===== src/design/arc4_pkg.sv =====
`default_nettype none

package arc4_pkg;

  localparam int unsigned KeyBytesDef = 256;

  localparam int unsigned OpW      = 3;
  localparam int unsigned ByteW    = 8;
  localparam int unsigned KeyLenW  = 9;
  localparam int unsigned DropW    = 12;
  localparam int unsigned CntW     = 12;
  localparam int unsigned CfgIdxW  = 2;
  localparam int unsigned CfgDataW = 12;

  localparam logic [KeyLenW-1:0] KeyLenRst = 9'd128;
  localparam logic [DropW-1:0]   DropRst   = 12'd1024;

  typedef enum logic [OpW-1:0] {
    OP_INIT = 3'd0,
    OP_LOAD = 3'd1,
    OP_STIR = 3'd2,
    OP_DISC = 3'd3,
    OP_GEN  = 3'd4
  } op_e;

  typedef enum logic [CfgIdxW-1:0] {
    CFG_KEY_LEN = 2'd0,
    CFG_DROP    = 2'd1
  } cfg_idx_e;

  // commands from controller to datapath
  typedef struct packed {
    logic init;          // identity permutation, i = j = 0
    logic key_wr;        // write one key byte
    logic stir_setup;    // step i back, clear counters
    logic disc_setup;    // clear loop counter
    logic rd_i;          // i++, read s[i], read key byte
    logic rd_j;          // latch a, update j, read s[j]
    logic use_key;       // add key byte into j
    logic wr_i;          // latch b, write s[i] = b, read s[a+b]
    logic wr_j;          // write s[j] = a, count the step
    logic stir_end;      // j = i, clear loop counter
    logic cnt_clr;       // clear loop counter
    logic out_ld;        // load output register
    logic out_from_res;  // output from the held result
  } cmd_t;

  // status from datapath to controller
  typedef struct packed {
    logic stir_last;
    logic disc_last;
    logic disc_zero;
  } sts_t;

endpackage

`default_nettype wire


===== src/design/arc4_ctrl.sv =====
`default_nettype none

module arc4_ctrl (
  input  wire logic                        clk_i,
  input  wire logic                        rst_ni,
  input  wire logic                        in_valid_i,
  input  wire logic [arc4_pkg::OpW-1:0]    in_opcode_i,
  output logic                             in_ready_o,
  output logic                             out_valid_o,
  input  wire logic                        out_ready_i,
  input  wire arc4_pkg::sts_t              sts_i,
  output arc4_pkg::cmd_t                   cmd_o
);

  typedef enum logic [2:0] {
    ST_IDLE,
    ST_RD_I,
    ST_RD_J,
    ST_WR_I,
    ST_WR_J,
    ST_HOLD
  } state_e;

  state_e            state_q, state_d;
  arc4_pkg::op_e     op_q, op_d;
  logic              out_valid_q, out_valid_d;
  logic              accept, out_free;

  assign in_ready_o = (state_q == ST_IDLE);
  assign accept     = in_valid_i & in_ready_o;
  assign out_free   = ~out_valid_q | out_ready_i;

  always_comb begin
    cmd_o       = '0;
    state_d     = state_q;
    op_d        = op_q;
    out_valid_d = out_valid_q & ~out_ready_i;
    case (state_q)
      ST_IDLE: begin
        if (accept) begin
          op_d = arc4_pkg::op_e'(in_opcode_i);
          case (in_opcode_i)
            arc4_pkg::OP_INIT: cmd_o.init = 1'b1;
            arc4_pkg::OP_LOAD: cmd_o.key_wr = 1'b1;
            arc4_pkg::OP_STIR: begin
              cmd_o.stir_setup = 1'b1;
              state_d = ST_RD_I;
            end
            arc4_pkg::OP_DISC: begin
              if (!sts_i.disc_zero) begin
                cmd_o.disc_setup = 1'b1;
                state_d = ST_RD_I;
              end
            end
            arc4_pkg::OP_GEN: state_d = ST_RD_I;
            default: ;
          endcase
        end
      end
      ST_RD_I: begin
        cmd_o.rd_i = 1'b1;
        state_d = ST_RD_J;
      end
      ST_RD_J: begin
        cmd_o.rd_j    = 1'b1;
        cmd_o.use_key = (op_q == arc4_pkg::OP_STIR);
        state_d = ST_WR_I;
      end
      ST_WR_I: begin
        cmd_o.wr_i = 1'b1;
        state_d = ST_WR_J;
      end
      ST_WR_J: begin
        cmd_o.wr_j = 1'b1;
        case (op_q)
          arc4_pkg::OP_STIR: begin
            if (sts_i.stir_last) begin
              cmd_o.stir_end = 1'b1;
              state_d = ST_IDLE;
            end else begin
              state_d = ST_RD_I;
            end
          end
          arc4_pkg::OP_DISC: begin
            if (sts_i.disc_last) begin
              cmd_o.cnt_clr = 1'b1;
              state_d = ST_IDLE;
            end else begin
              state_d = ST_RD_I;
            end
          end
          default: begin
            if (out_free) begin
              cmd_o.out_ld = 1'b1;
              out_valid_d  = 1'b1;
              state_d = ST_IDLE;
            end else begin
              state_d = ST_HOLD;
            end
          end
        endcase
      end
      ST_HOLD: begin
        if (out_free) begin
          cmd_o.out_ld       = 1'b1;
          cmd_o.out_from_res = 1'b1;
          out_valid_d = 1'b1;
          state_d = ST_IDLE;
        end
      end
      default: state_d = ST_IDLE;
    endcase
  end

  always_ff @(posedge clk_i or negedge rst_ni) begin
    if (!rst_ni) begin
      state_q     <= ST_IDLE;
      op_q        <= arc4_pkg::OP_INIT;
      out_valid_q <= 1'b0;
    end else begin
      state_q     <= state_d;
      op_q        <= op_d;
      out_valid_q <= out_valid_d;
    end
  end

  assign out_valid_o = out_valid_q;

endmodule

`default_nettype wire


===== config.mk =====
export PLATFORM = sky130hd
export DESIGN_NAME = arc4_ctrl
export DESIGN_NICKNAME = d
export VERILOG_FILES = /design/src/design/arc4_pkg.sv /design/src/design/arc4_ctrl.sv
export SDC_FILE = /design/constraint.sdc
export NUM_CORES = 1
export LEC_CHECK = 0
export BUFFER_PORTS_ARGS = -buffer_cell sky130_fd_sc_hd__buf_4
export CORE_MARGIN = 2
export CORE_UTILIZATION = 38
export CTS_CLUSTER_SIZE = 25
export DETAILED_ROUTE_END_ITERATION = 12
export GPL_TIMING_DRIVEN = 0
export HOLD_SLACK_MARGIN = 0.08
export MAX_ROUTING_LAYER = met4
export PLACE_DENSITY_LB_ADDON = 0.05
export SKIP_LAST_GASP = 1
export SLEW_MARGIN = 5
export SYNTH_ARGS = -nofsm -noshare
export SYNTH_HDL_FRONTEND = slang
export SYNTH_SLANG_ARGS = --single-unit

===== constraint.sdc =====
create_clock -name clk_i -period 1.5 [get_ports clk_i]
set_input_delay 0.075 -clock clk_i [delete_from_list [all_inputs] [get_ports clk_i]]
set_output_delay 0.075 -clock clk_i [all_outputs]
set_load 0.05 [all_outputs]

# Yosys cells after proc, flatten, opt, wreduce, memory -nomap -nowiden
# Cells that the tools add are included.
# op_classes
addsub	0
mul	0
div	0
order_cmp	0
n_eq_ne	15
shifts	0
n_mux	32
bitwise	5
reduce_logical	6
# ops
cell	count
$eq 3x2->1 const B	6
$mux 1	18
$pmux 3 s6	1
$mux 3	5
$pmux 3 s2	2
$eq 3x3->1 const B	3
$mux 4	2
$eq 3x1->1 const B	2
$logic_not 3->1	2
$mux 2	2
$pmux 1 s2	2
$reduce_and 4->1	1
$reduce_or 2->1	2
$ne 3x2->1 const B	1
$ne 3x3->1 const B	1
$and 1x1->1	2
$ne 2x1->1 const B	1
$ne 2x2->1 const B	1
$not 1->1	2
$reduce_and 2->1	1
$or 1x1->1	1
# word_totals
reg_bits	7
latch_bits	0
ramBits	0
romBits	0
inputBits	10
memories	0

# Depth between registers and ports, before layout
# logic_depth
depth_word	5
mapped_depth	5
ltp_nobuf	4

# Worst setup path after synthesis
# Ideal clock, no wire load.
# synth_timing
kind	reg-to-output
start	register state_q[1]
end	output port cmd_o[11] (netlist bit)
arrival_time_ns	2.698
setup_slack_ns	-1.273
path_stages_with_launch	4
path_cell_list	dfrtp_1 or4b_1 buf_6 nor4b_1
# synth_rtl
item	line	rtl
start, declared	arc4_ctrl.sv:24	state_e state_q, state_d;
start signal, assigned	arc4_ctrl.sv:121	state_q <= state_d;
end, declared	arc4_ctrl.sv:12	output arc4_pkg::cmd_t cmd_o

==> results.json <==
{
  "dieArea_sq_um": 1610,
  "place_congestion": 0.694,
  "setup_viol": 8,
  "synth_edf_count": 0,
  "clock_skew_ns": 0.00662,
  "ir_worst_vdd_mv": 1.34,
  "synthCells": 56,
  "wl_mm": 1.33,
  "drt_iter0_markers": 4,
  "stdcell_count": 104,
  "synth-async-reset-ratio_pct": 100,
  "rsz0062_at_grt": "true",
  "nets": 101,
  "placed_area_sq_um": 762,
  "period_needed_ns": 1.85,
  "r2r-start": "state_q[1]",
  "critPathLaunchType": "register",
  "synth_top_flop_cell": "dfrtp_1",
  "power_density_nw_per_um2": 2010,
  "grt_pass1_vias": 452,
  "antenna_left": 0,
  "grt_max_degree": 11,
  "area_growth_syn_to_layout_pct": 80.0,
  "status": "finished with violations",
  "syn_avg_cell_area_sq_um": 8.83,
  "yosys.cell_types.count": 28,
  "gr-total-overflow": 0,
  "dr.pass1.iters": 4,
  "core_area_sq_um": 1160,
  "ios": 25,
  "antenna_found_initial": 0,
  "startpoint": "state_q[1]",
  "drive_gt1_share_pct": 62.2,
  "hpwl_microns": 867,
  "violations": "negative setup slack",
  "ctsLongestPathBuffers": 2,
  "synth-seq-cells": 7,
  "drc": 0,
  "p_leak_uw": 0.000439,
  "seqCellArea_sq_um": 178,
  "grt_pass1_wl_mm": 2.08,
  "routedWlPerCell_microns": 12.8,
  "cts_made_buffers": 3,
  "critical_path_class": "reg2out",
  "max_cap_violations": 0,
  "ys_warn_count": 0,
  "die_w_microns": 40.1,
  "end_kind": "output port",
  "detailedPlace.worstSlack_ns": -0.263,
  "max_freq_ghz": 0.541,
  "grtUsageTotal_pct": 21.0,
  "h-tree-depth": 1,
  "slew_headroom_pct": 86.0,
  "cp.required_ns": 1.42,
  "vias_per_cell": 5.06,
  "path_max_fanout": 3,
  "hold_class": "in2reg",
  "setup_slack_ns": -0.347,
  "diodes": 0,
  "cts_root_buffer": "clkbuf_4",
  "path_clk_slew_ns": 0.06,
  "worst_pin_slew_ns": 0.210,
  "period_share_pct": 123,
  "vias": 526,
  "dp.cells": 94,
  "portBuffers": 24,
  "clkLatencyLatePin_ns": 0.25,
  "die_h_microns": 40.1,
  "min_from": "in_valid_i",
  "syn_nets": 66,
  "clock_sinks": 7,
  "arrival_ns": 1.77,
  "synth_area_sq_um": 494,
  "hold_viol": 0,
  "slew_viol_final": 0,
  "synth_seq_area_share_pct": 35.4,
  "finalInstanceArea_sq_um": 890,
  "cts_tree": "done",
  "utilization_pct": 76.9,
  "start_util_pct": 42.7,
  "rows": 12,
  "multi_input_area_sq_um": 392,
  "fillers": 86
}
[cells in the final DEF (no fill, tap or decap), drive strengths merged]
cell type / instances
nor4: 1
or2: 1
nor3: 1
nand3b: 1
mux2: 3
nor2: 10
and3b: 1
nand2b: 3
buf: 31
and2b: 1
a21oi: 2
inv: 1
a22o: 1
nor2b: 3
dfrtp: 7
nand2: 7
clkbuf: 4
nor3b: 3
and3: 1
nor4b: 1
dlygate4sd3: 1
or4b: 1
nand3: 1
o21ai: 2
nand4: 1
a22oi: 1
[synth_stat cells (2+ instances only)]
cell type | number | area, sq um
a21oi_1 | 2 | 10.0
dfrtp_1 | 7 | 175
mux2_4 | 3 | 45.0
nand2_1 | 6 | 22.5
nand2b_1 | 3 | 18.8
nor2_1 | 9 | 33.8
nor2b_1 | 3 | 18.8
nor3b_1 | 2 | 15.0
o21ai_0 | 2 | 10.0
[kinds of logic (layout without fill, tap and decap cells)]
kind of cell / after synthesis / count (layout) / synth area share (%)
and+or+nand+nor: 37 / 37 / 44.3
DFF: 7 / 7 / 35.4
muxes: 3 / 3 / 9.11
buffers and inverters: 3 / 37 / 3.80
AOI/OAI and AO/OA: 6 / 6 / 7.34
[through the flow]
step / hold WS (ns) / power [uW] / setup TNS (ns)
3_3_place_gp: -0.107 / 1430 / -0.916
5_1_grt: 0.116 / 1900 / -2.15
4_1_cts: 0.102 / 1770 / -1.95
6_report: 0.109 / 1790 / -1.76
3_5_place_dp: -0.106 / 1430 / -0.959
2_1_floorplan: -0.221 / 1180 / -1.60
[power breakdown]
part	internal (uW)	leakage [uW]	switching, uW
registers	283	0.0000838	69.5
logic	542	0.000340	718
clock network	102	0.0000150	75.9
total	928	0.000439	864
[state kept, by name, indices dropped and copies added, names as in the netlist]
| name | cells |
|---|---|
| out_valid_o | 1 |
| op_q | 3 |
| state_q | 3 |
[repair_timing]
action | 4_1_cts | 5_1_grt
endpoints found under the setup margin | 11 | 10
hold buffers | 1 | 0
buffers inserted | 5 | 1
endpoints found under the hold margin | 7 | 0
pin swaps | 2 | 2
gates resized for setup | 14 | 4
[per-layer routing]
layer / vias up / part of all wire (%) / track usage [%]
li1: 267 / - / -
met1: 240 / 41 / 25.4
met2: 19 / 52 / 34.7
met3: 0 / 6.9 / 3.33
met4: 0 / 0 / 7.76
met5: - / 0 / -
[final cells by class]
cell class,count,area share [%]
Timing Repair Buffer,31,29.8
Clock buffer,4,2.95
Buffer,1,0.844
Multi-Input combinational cell,46,44.0
Sequential cell,7,20.0
Tap cell,14,1.97
Inverter,1,0.422
[critical path: stages (launching register included)]
cell	delay, ns
dfrtp_2	0.41
or4b_4	0.57
nor2_4	0.12
nand2_4	0.06
nor3b_4	0.19
buf_6	0.18
[worst paths after layout]
check / depth (start not counted) / endpoint / slack, ns
worst min-delay path: 3 / state_q[0] / 0.11
worst max register to register: 4 / op_q[0] / -0.18
worst min register to register: 1 / op_q[2] / 0.53
min in group asynchronous: 2 / out_valid_o / 0.17
max in group asynchronous: 2 / state_q[1] / 1.20
worst max-delay path: 5 / cmd_o[9] / -0.35
No activity file was read; power rests on OpenSTA's default activity.
