$ cat config.mk
export PLATFORM = sky130hd
export DESIGN_NAME = arc4_datapath
export DESIGN_NICKNAME = d
export VERILOG_FILES = /design/src/design/arc4_pkg.sv /design/src/design/arc4_datapath.sv
export SDC_FILE = /design/constraint.sdc
export NUM_CORES = 2
export LEC_CHECK = 0
export CORE_AREA = 10 10 683 685
export CTS_CLUSTER_SIZE = 24
export DETAILED_ROUTE_END_ITERATION = 10
export DIE_AREA = 0 0 693 695
export DONT_BUFFER_PORTS = 1
export PLACE_DENSITY = 0.61
export SYNTH_ARGS = -nofsm -noshare
export SYNTH_HDL_FRONTEND = slang
export SYNTH_SLANG_ARGS = --single-unit
$ cat constraint.sdc
create_clock -name clk_i -period 9.78 [get_ports clk_i]
set_clock_uncertainty 0.05 [all_clocks]
set_input_delay 0.489 -clock clk_i [delete_from_list [all_inputs] [get_ports clk_i]]
set_output_delay 0.489 -clock clk_i [all_outputs]
set_load 0.03 [all_outputs]
$ cat src/design/arc4_pkg.sv
`default_nettype none

package arc4_pkg;

  localparam int unsigned KeyBytesDef = 256;

  localparam int unsigned OpW      = 3;
  localparam int unsigned ByteW    = 8;
  localparam int unsigned KeyLenW  = 9;
  localparam int unsigned DropW    = 12;
  localparam int unsigned CntW     = 12;
  localparam int unsigned CfgIdxW  = 2;
  localparam int unsigned CfgDataW = 12;

  localparam logic [KeyLenW-1:0] KeyLenRst = 9'd128;
  localparam logic [DropW-1:0]   DropRst   = 12'd1024;

  typedef enum logic [OpW-1:0] {
    OP_INIT = 3'd0,
    OP_LOAD = 3'd1,
    OP_STIR = 3'd2,
    OP_DISC = 3'd3,
    OP_GEN  = 3'd4
  } op_e;

  typedef enum logic [CfgIdxW-1:0] {
    CFG_KEY_LEN = 2'd0,
    CFG_DROP    = 2'd1
  } cfg_idx_e;

  // commands from controller to datapath
  typedef struct packed {
    logic init;          // identity permutation, i = j = 0
    logic key_wr;        // write one key byte
    logic stir_setup;    // step i back, clear counters
    logic disc_setup;    // clear loop counter
    logic rd_i;          // i++, read s[i], read key byte
    logic rd_j;          // latch a, update j, read s[j]
    logic use_key;       // add key byte into j
    logic wr_i;          // latch b, write s[i] = b, read s[a+b]
    logic wr_j;          // write s[j] = a, count the step
    logic stir_end;      // j = i, clear loop counter
    logic cnt_clr;       // clear loop counter
    logic out_ld;        // load output register
    logic out_from_res;  // output from the held result
  } cmd_t;

  // status from datapath to controller
  typedef struct packed {
    logic stir_last;
    logic disc_last;
    logic disc_zero;
  } sts_t;

endpackage

`default_nettype wire

$ cat src/design/arc4_datapath.sv
`default_nettype none

module arc4_datapath #(
  parameter int unsigned KEY_BYTES = arc4_pkg::KeyBytesDef
) (
  input  wire logic                            clk_i,
  input  wire logic                            rst_ni,
  input  wire arc4_pkg::cmd_t                  cmd_i,
  output arc4_pkg::sts_t                       sts_o,
  input  wire logic [arc4_pkg::ByteW-1:0]      key_index_i,
  input  wire logic [arc4_pkg::ByteW-1:0]      key_byte_i,
  input  wire logic                            cfg_we_i,
  input  wire logic [arc4_pkg::CfgIdxW-1:0]    cfg_idx_i,
  input  wire logic [arc4_pkg::CfgDataW-1:0]   cfg_data_i,
  output logic [arc4_pkg::ByteW-1:0]           rand_byte_o
);

  localparam int unsigned KeyIdxW = (KEY_BYTES > 1) ? $clog2(KEY_BYTES) : 1;
  localparam logic [arc4_pkg::KeyLenW-1:0] KeyLenMax = arc4_pkg::KeyLenW'(KEY_BYTES);

  logic [7:0]   perm_mem [256];
  logic [255:0] perm_vld_q;
  logic [7:0]   key_mem [KEY_BYTES];

  logic [7:0] i_q, j_q, a_q, b_q;
  logic [7:0] i_d, j_d;
  logic [arc4_pkg::CntW-1:0]    cnt_q, cnt_d;
  logic [arc4_pkg::KeyLenW-1:0] kcnt_q, kcnt_d, kcnt_inc;
  logic [arc4_pkg::KeyLenW-1:0] key_len_q, len_eff;
  logic [arc4_pkg::DropW-1:0]   drop_q;

  logic [7:0] rd_data_q, rd_addr_q, key_rd_q, res_q, out_q;
  logic       rd_vld_q;
  logic [7:0] rd_eff, rd_addr, wr_addr, wr_data, key_add, sum_ab, gen_byte;
  logic       wr_en;

  // entries never written since init read as their own index
  assign rd_eff  = rd_vld_q ? rd_data_q : rd_addr_q;
  assign len_eff = (key_len_q == '0 || key_len_q > KeyLenMax) ? KeyLenMax : key_len_q;
  assign kcnt_inc = kcnt_q + 1'b1;
  assign key_add  = cmd_i.use_key ? key_rd_q : 8'd0;
  assign sum_ab   = a_q + b_q;

  // s[a+b] was read before both swap writes landed
  assign gen_byte = (sum_ab == j_q) ? a_q :
                    (sum_ab == i_q) ? b_q : rd_eff;

  always_comb begin
    i_d = i_q;
    j_d = j_q;
    if (cmd_i.init) begin
      i_d = '0;
      j_d = '0;
    end else if (cmd_i.stir_setup) begin
      i_d = i_q - 1'b1;
    end else if (cmd_i.rd_i) begin
      i_d = i_q + 1'b1;
    end else if (cmd_i.rd_j) begin
      j_d = j_q + rd_eff + key_add;
    end else if (cmd_i.stir_end) begin
      j_d = i_q;
    end
  end

  always_comb begin
    cnt_d  = cnt_q;
    kcnt_d = kcnt_q;
    if (cmd_i.stir_setup) begin
      cnt_d  = '0;
      kcnt_d = '0;
    end else if (cmd_i.disc_setup) begin
      cnt_d = '0;
    end else if (cmd_i.wr_j) begin
      cnt_d  = (cmd_i.stir_end || cmd_i.cnt_clr) ? '0 : cnt_q + 1'b1;
      kcnt_d = (kcnt_inc == len_eff) ? '0 : kcnt_inc;
    end
  end

  always_comb begin
    rd_addr = '0;
    if (cmd_i.rd_i) begin
      rd_addr = i_q + 1'b1;
    end else if (cmd_i.rd_j) begin
      rd_addr = j_d;
    end else if (cmd_i.wr_i) begin
      rd_addr = a_q + rd_eff;
    end
  end

  assign wr_en   = cmd_i.wr_i | cmd_i.wr_j;
  assign wr_addr = cmd_i.wr_i ? i_q : j_q;
  assign wr_data = cmd_i.wr_i ? rd_eff : a_q;

  assign sts_o.stir_last = (cnt_q == arc4_pkg::CntW'(255));
  assign sts_o.disc_last = ({1'b0, cnt_q} + 1'b1) == {1'b0, drop_q};
  assign sts_o.disc_zero = (drop_q == '0);

  always_ff @(posedge clk_i or negedge rst_ni) begin
    if (!rst_ni) begin
      i_q        <= '0;
      j_q        <= '0;
      cnt_q      <= '0;
      kcnt_q     <= '0;
      perm_vld_q <= '0;
      key_len_q  <= arc4_pkg::KeyLenRst;
      drop_q     <= arc4_pkg::DropRst;
    end else begin
      i_q    <= i_d;
      j_q    <= j_d;
      cnt_q  <= cnt_d;
      kcnt_q <= kcnt_d;
      if (cmd_i.init) begin
        perm_vld_q <= '0;
      end else if (wr_en) begin
        perm_vld_q[wr_addr] <= 1'b1;
      end
      if (cfg_we_i) begin
        case (cfg_idx_i)
          arc4_pkg::CFG_KEY_LEN: key_len_q <= cfg_data_i[arc4_pkg::KeyLenW-1:0];
          arc4_pkg::CFG_DROP:    drop_q    <= cfg_data_i[arc4_pkg::DropW-1:0];
          default: ;
        endcase
      end
    end
  end

  // permutation memory, one write and one registered read per cycle
  always_ff @(posedge clk_i) begin
    if (wr_en) begin
      perm_mem[wr_addr] <= wr_data;
    end
    rd_data_q <= perm_mem[rd_addr];
    rd_vld_q  <= perm_vld_q[rd_addr];
    rd_addr_q <= rd_addr;
  end

  // key store
  always_ff @(posedge clk_i) begin
    if (cmd_i.key_wr && ({1'b0, key_index_i} < KeyLenMax)) begin
      key_mem[key_index_i[KeyIdxW-1:0]] <= key_byte_i;
    end
    key_rd_q <= key_mem[kcnt_q[KeyIdxW-1:0]];
  end

  always_ff @(posedge clk_i) begin
    if (cmd_i.rd_j) begin
      a_q <= rd_eff;
    end
    if (cmd_i.wr_i) begin
      b_q <= rd_eff;
    end
    if (cmd_i.wr_j) begin
      res_q <= gen_byte;
    end
    if (cmd_i.out_ld) begin
      out_q <= cmd_i.out_from_res ? res_q : gen_byte;
    end
  end

  assign rand_byte_o = out_q;

endmodule

`default_nettype wire

# Word-level counts from Yosys, hierarchy flattened
# Memories as Yosys holds them, arrays and structs flattened. A register that Yosys moved wholly into a read port is not among the register bits.
# Cells that the tools add are included.
word_totals:
  input_bits: 46
  memories: 2
  mem_bits_rw: 4096
  word_cells: 87
  ff_bits: 355
mem_list:
  columns: ["memory", "words", "word_bits", "rd", "rd_clocked_by_memory_dff", "wr", "line_no", "rtl"]
  rows:
  - ["key_mem", 256, 8, 1, 1, 1, "arc4_datapath.sv:23", "logic [7:0] key_mem [KEY_BYTES];"]
  - ["perm_mem", 256, 8, 1, 1, 1, "arc4_datapath.sv:21", "logic [7:0] perm_mem [256];"]
op_classes:
  order_cmp: 4
  mux: 37
  n_reduce_logical: 13
  n_eq_ne: 7
  n_bitwise: 2
  n_addsub: 9
op_table:
  columns: ["operator", "n"]
  rows:
  - ["$mux W256", 2]
  - ["$or A256 B256 Y256", 1]
  - ["$mux W8", 18]
  - ["$mux W12", 4]
  - ["$mux W9", 5]
  - ["$add A8 B8 Y8", 4]
  - ["$lt A8 B9 Y1 const B", 2]
  - ["$eq A8 B8 Y1", 2]
  - ["$add A12 B1 Y13 const B", 1]
  - ["$eq A13 B12 Y1", 1]
  - ["$add A12 B1 Y12 const B", 1]
  - ["$eq A12 B8 Y1 const B", 1]
  - ["$logic_not A12 Y1", 1]
  - ["$add A9 B1 Y9 const B", 1]
  - ["$eq A9 B9 Y1", 1]
  - ["$gt A9 B9 Y1 const B", 1]
  - ["$logic_not A9 Y1", 1]
  - ["$add A8 B1 Y8 const B", 1]
  - ["$bmux W1 S8", 1]
  - ["$demux W1 S8", 1]
  - ["$ge A8 B1 Y1 const B", 1]
  - ["$sub A8 B1 Y8 const B", 1]
  - ["$mux W1", 6]
  - ["$reduce_and A2 Y1", 3]
  - ["8 further kinds", 11]

# Longest topological paths before layout
depth:
  ltp_word: 11
  depth_mapped: 22

# Worst setup path before layout
# No wires, ideal clock.
synth_timing:
  path_kind: "input-to-reg"
  startpoint: "in cmd_i[5] (netlist name)"
  endpoint: "mem perm_mem[0][4], data pin"
  required_time_ns: 8.151
  path_buffers: 4
  arrival_time_ns: 8.401
  cell_stages: 6
  path_slack_ns: -0.250
  cell_sequence: "buf_2 -> clkbuf_1 -> clkbuf_1 -> clkbuf_1 -> nor2_1 -> a21oi_1"
synth_between:
  elab_chain_len: 1
synth_lines:
  columns: ["item", "line_no", "rtl"]
  rows:
  - ["from (decl)", "arc4_datapath.sv:8", "input wire arc4_pkg::cmd_t cmd_i,"]
  - ["$mux W8", "arc4_datapath.sv:92", "assign wr_data = cmd_i.wr_i ? rd_eff : a_q;"]
  - ["named net wr_data[4]", "arc4_datapath.sv:34", "logic [7:0] rd_eff, rd_addr, wr_addr, wr_data, key_add, sum_ab, gen_byte;"]
  - ["to (decl)", "arc4_datapath.sv:21", null]
# The timed path passes the listed nets, and every way through them passes these cells.

# Worst setup path after layout
layout_timing:
  startpoint: "reg rd_vld_q"
  endpoint: "reg rd_data_q[2], read port of perm_mem"
layout_between:
  elab_chain_len: 9
  elab_cells_between_ends: 11
layout_lines:
  columns: ["item", "line_no", "rtl"]
  rows:
  - ["from (decl)", "arc4_datapath.sv:33", "logic rd_vld_q;"]
  - ["from (signal assigned)", "arc4_datapath.sv:133", "rd_vld_q <= perm_vld_q[rd_addr];"]
  - ["$mux W8 *", "arc4_datapath.sv:38", "assign rd_eff = rd_vld_q ? rd_data_q : rd_addr_q;"]
  - ["named net rd_eff[1]", "arc4_datapath.sv:34", null]
  - ["$add A8 B8 Y8 (2 in a row)", "arc4_datapath.sv:59", "j_d = j_q + rd_eff + key_add;"]
  - ["$mux W8", "arc4_datapath.sv:58", "end else if (cmd_i.rd_j) begin"]
  - ["$mux W8", "arc4_datapath.sv:56", "end else if (cmd_i.rd_i) begin"]
  - ["$mux W8", "arc4_datapath.sv:54", "end else if (cmd_i.stir_setup) begin"]
  - ["$mux W8", "arc4_datapath.sv:51", "if (cmd_i.init) begin"]
  - ["$mux W8 *", "arc4_datapath.sv:83", "end else if (cmd_i.rd_j) begin"]
  - ["$mux W8 *", "arc4_datapath.sv:81", "if (cmd_i.rd_i) begin"]
  - ["to (decl)", "arc4_datapath.sv:32", "logic [7:0] rd_data_q, rd_addr_q, key_rd_q, res_q, out_q;"]
# Mark *: on every way through the listed nets, which the timed path passes. The rest lies on a longest branch.
# A chain may end at the register's enable or synchronous reset.

==> flow_summary_export.csv <==
group,metric,value,unit
status,outcome,"finished, violations left",
status,violations,"negative hold slack, max-slew violations",
place,port_buffers,0,
power,power.density,235.3,mW/mm2
power,power_leakage,64.93,nW
logic_synthesis,yosysSeqAreaShare,0.7345,
logic_synthesis,synth_mux_area_frac,0.07542,
die,dieWidth,693,um
global_routing,globalRouteOverflowTotal,0,
critical_path,critPathKind,"flip-flop to flip-flop",
place,dp_slack,2.570,ns
timing,worstMarginPinSlew,1.558,ns
logic_synthesis,syn_inst,12132,
logic_synthesis,synth_compound_area_frac,0.06927,
timing,fin_hold_ws,-0.07477,ns
power,total_power,47.41,mW
critical_path,worstPathMaxFanout,85,
critical_path,endpoint_kind,"flip-flop",
place,finalWeightedCongestion,0.8572,
die,dieArea,0.4816,mm2
layout,fin_util,0.4459,
global_routing,busiest_layer,"met2",
layout,regArea,0.1323,mm2
global_routing,grt_usage,0.2125,
timing,finalCritPeriodShare,0.7455,
routing,drtPass1Iterations,8,
timing,final_max_slew_viol_count,143,
logic_synthesis,ys_types,93,
routing,drt-initial-drc-count,14074,
clocking,htree_levels,5,
die,rows,247,
layout,multi_input_area,0.04452,mm2
timing,min_period,7.291,ns
layout,area_growth,11.84,%
die,floorplan.initialDensity,0.3987,
layout,fillCellCount,39541,
global_routing,grt_pass1_wl,764.5,mm
logic_synthesis,syn_avg_cell_area,14.85,um2
logic_synthesis,synth_top_family_by_area,"simple AND/OR/NAND/NOR gates",
clocking,clkLatencyLatePin,1.00,ns
routing,vias_per_cell,5.912,
global_routing,antenna_found_initial,31,
critical_path,worstPathArrival,8.12,ns
logic_synthesis,ys_ff_latch,4467,
timing,hold_viol_final,6,
place,dp.cells,17528,
routing,drcViolationCount,0,
routing,wire_per_inst,28.85,um
clocking,clock-sinks,4467,
logic_synthesis,synthSimpleGateAreaFrac,0.09373,
critical_path,critical_path_required,10.61,ns
global_routing,grt_pass1_vias,103811,
layout,finalInstanceArea,0.2015,mm2
routing,vias,108816,
logic_synthesis,ys_async_sr_fraction,0.07029,
logic_synthesis,synth_edf_count,4128,
clocking,cts_buffers,431,
die,fp.dieH,695,um
timing,rsz0062_at_grt,"no",
logic_synthesis,synthAdderAreaFrac,0.002848,
logic_synthesis,yosys_warnings,0,
layout,drive_gt1_frac,0.1115,
clocking,path_clk_slew,0.06,ns
die,io_pins,57,
place,postPlaceCellArea,0.1869,mm2
layout,final_cell_mix,"edfxtp_1, nand2_1, nor2_1, mux2i_1, nand3_1",
global_routing,grt.met2_usage,0.3381,
logic_synthesis,syn_area,0.1801,mm2
hold_path,hold_path.class,"input pin to flip-flop",
routing,wl,531.0,mm
critical_path,start_kind,"flip-flop",
timing,fmax,137.2,MHz
global_routing,grt_max_degree,315,
layout,nNetsFinal,12117,
global_routing,use_met1,0.2858,
clocking,clock_path_buffers,4,
layout,final_cells,18406,
logic_synthesis,ys_dominant_reg_cell,"edfxtp_1",
clocking,root_buffer,"clkbuf_16",
routing,ant_nets,0,
layout,final_common_cell,"edfxtp_1",
clocking,tritoncts,"yes",
timing,finalWorstSetupSlack,2.489,ns
power,ir_drop,0.2865,mV
logic_synthesis,synth.net_count,12213,
global_routing,grtUsageMet3,0.04020,
place,dpl.hpwl,297.9,mm
die,core_area,0.4518,mm2
timing,relSlewSlack,-0.03878,
run,maxCapViolCount,0,
timing,finalSetupViolations,0,
logic_synthesis,synth-xor-area-share,0.003646,
==> power breakdown <==
part / internal, mW / total, mW / leakage [nW] / switching (mW)
combinational: 2.21 / 8.73 / 16.5 / 6.52
sequential: 22.1 / 22.3 / 41.7 / 0.195
clock: 9.12 / 16.4 / 6.73 / 7.27
total: 33.4 / 47.4 / 64.9 / 14.0
==> state kept, by name (all words and copies together) (netlist names) <==
| signal | count |
|---|---|
| rand_byte_o | 8 |
| b_q | 8 |
| cnt_q | 12 |
| rd_addr_q | 8 |
| kcnt_q | 9 |
| perm_mem | 2048 |
| rd_data_q | 8 |
| key_rd_q | 8 |
| res_q | 8 |
| key_mem | 2048 |
| drop_q | 12 |
| perm_vld_q | 256 |
| i_q | 8 |
| j_q | 8 |
| key_len_q | 9 |
| a_q | 8 |
| rd_vld_q | 1 |
==> cells by family (layout without fill, tap and decap cells) <==
family,count (synthesis),in the layout
AOI/OAI and AO/OA,1741,1741
xor gates and xnor gates,75,75
adders and majority gates,35,35
buffers and inverters,883,1160
DFF,4467,4467
muxes,949,949
other,0,21
and+or+nand+nor,3982,3982
==> worst paths after layout <==
| kind | from | endpoint | slack, ns | cells past startpoint |
|---|---|---|---|---|
| setup / recovery | rd_vld_q | rd_data_q[2] | 2.49 | 17 |
| hold / removal | key_byte_i[7] | key_mem[121][7] | -0.07 | 1 |
| setup reg to reg | rd_vld_q | rd_data_q[2] | 2.49 | 17 |
| hold reg to reg | perm_vld_q[120] | perm_vld_q[120] | 0.44 | 2 |
| max in group asynchronous | rst_ni | kcnt_q[3] | 8.07 | 3 |
| min in group asynchronous | rst_ni | perm_vld_q[55] | 0.08 | 2 |
==> stage by stage <==
stage	hold WS, ns	setup TNS (ns)
after global placement	0.3020	0
final	-0.07477	0
after floorplan	0.1434	-192.16
after CTS	0.004081	0
after global routing	0.01278	0
after detailed placement	0.3002	0
==> area by class of cell <==
type	count	area share
inverters	55	0.001304
repair buffers	299	0.01535
clock inverters	216	0.008968
diodes	21	0.0002608
clock buffers	590	0.05920
well taps	5976	0.03711
multi-input cells	6782	0.2210
flip-flops and latches	4467	0.6568
==> worst max-delay path: stages, from the launching register on <==
cell and delay (ns):
dfxtp_1 0.61, mux2_2 0.50, fa_1 0.54, ha_1 0.17
inv_1 0.06, fa_1 0.46, xor2_1 0.24, o31a_1 0.30
o311ai_4 0.21, nand2_8 0.47, inv_8 0.39, buf_12 0.33
nor2_1 1.05, a32oi_1 0.13, o211ai_1 0.32, o211ai_1 0.35
o31ai_1 0.60, a211o_1 0.27
==> cells in the mapped netlist (28+ instances only) <==
master    count  area, um2
o21ai_0     132      660.6
a21oi_1     383       1917
xnor2_1      58      508.0
and3_1      262       1639
clkbuf_1    426       1599
mux4_2      322       7252
mux2i_1     580       5806
a31oi_1     103      644.4
buf_1       147      551.8
nor4_1       28      175.2
nand4_1      48      300.3
nor2_1     1147       4305
edfxtp_1   4128     124000
nand3_1     508       2542
a211oi_1    205       1539
o221ai_1    244       2137
inv_1        51      191.4
nor3_1      103      515.5
dfrtp_1     312       7807
o22ai_1     141      882.1
o21ba_2      31      310.3
nand2_1    1791       6723
mux2_2       46      518.0
buf_2       230       1151
a311oi_1    255       2233
==> repair_timing <==
| item | CTS | global route |
|---|---|---|
| resized for setup | 0 | 0 |
| hold buffers | 47 | 1 |
| endpoints found under the hold margin | 2854 | 36 |
| setup buffers | 0 | 0 |
==> metal layers <==
metal / vias to the layer above / wire [um]
met5: - / 141
met4: 20 / 25910
met3: 1147 / 47130
met2: 5488 / 247700
li1: 46525 / -
met1: 55636 / 210100
No activity file was read; power rests on OpenSTA's default activity.
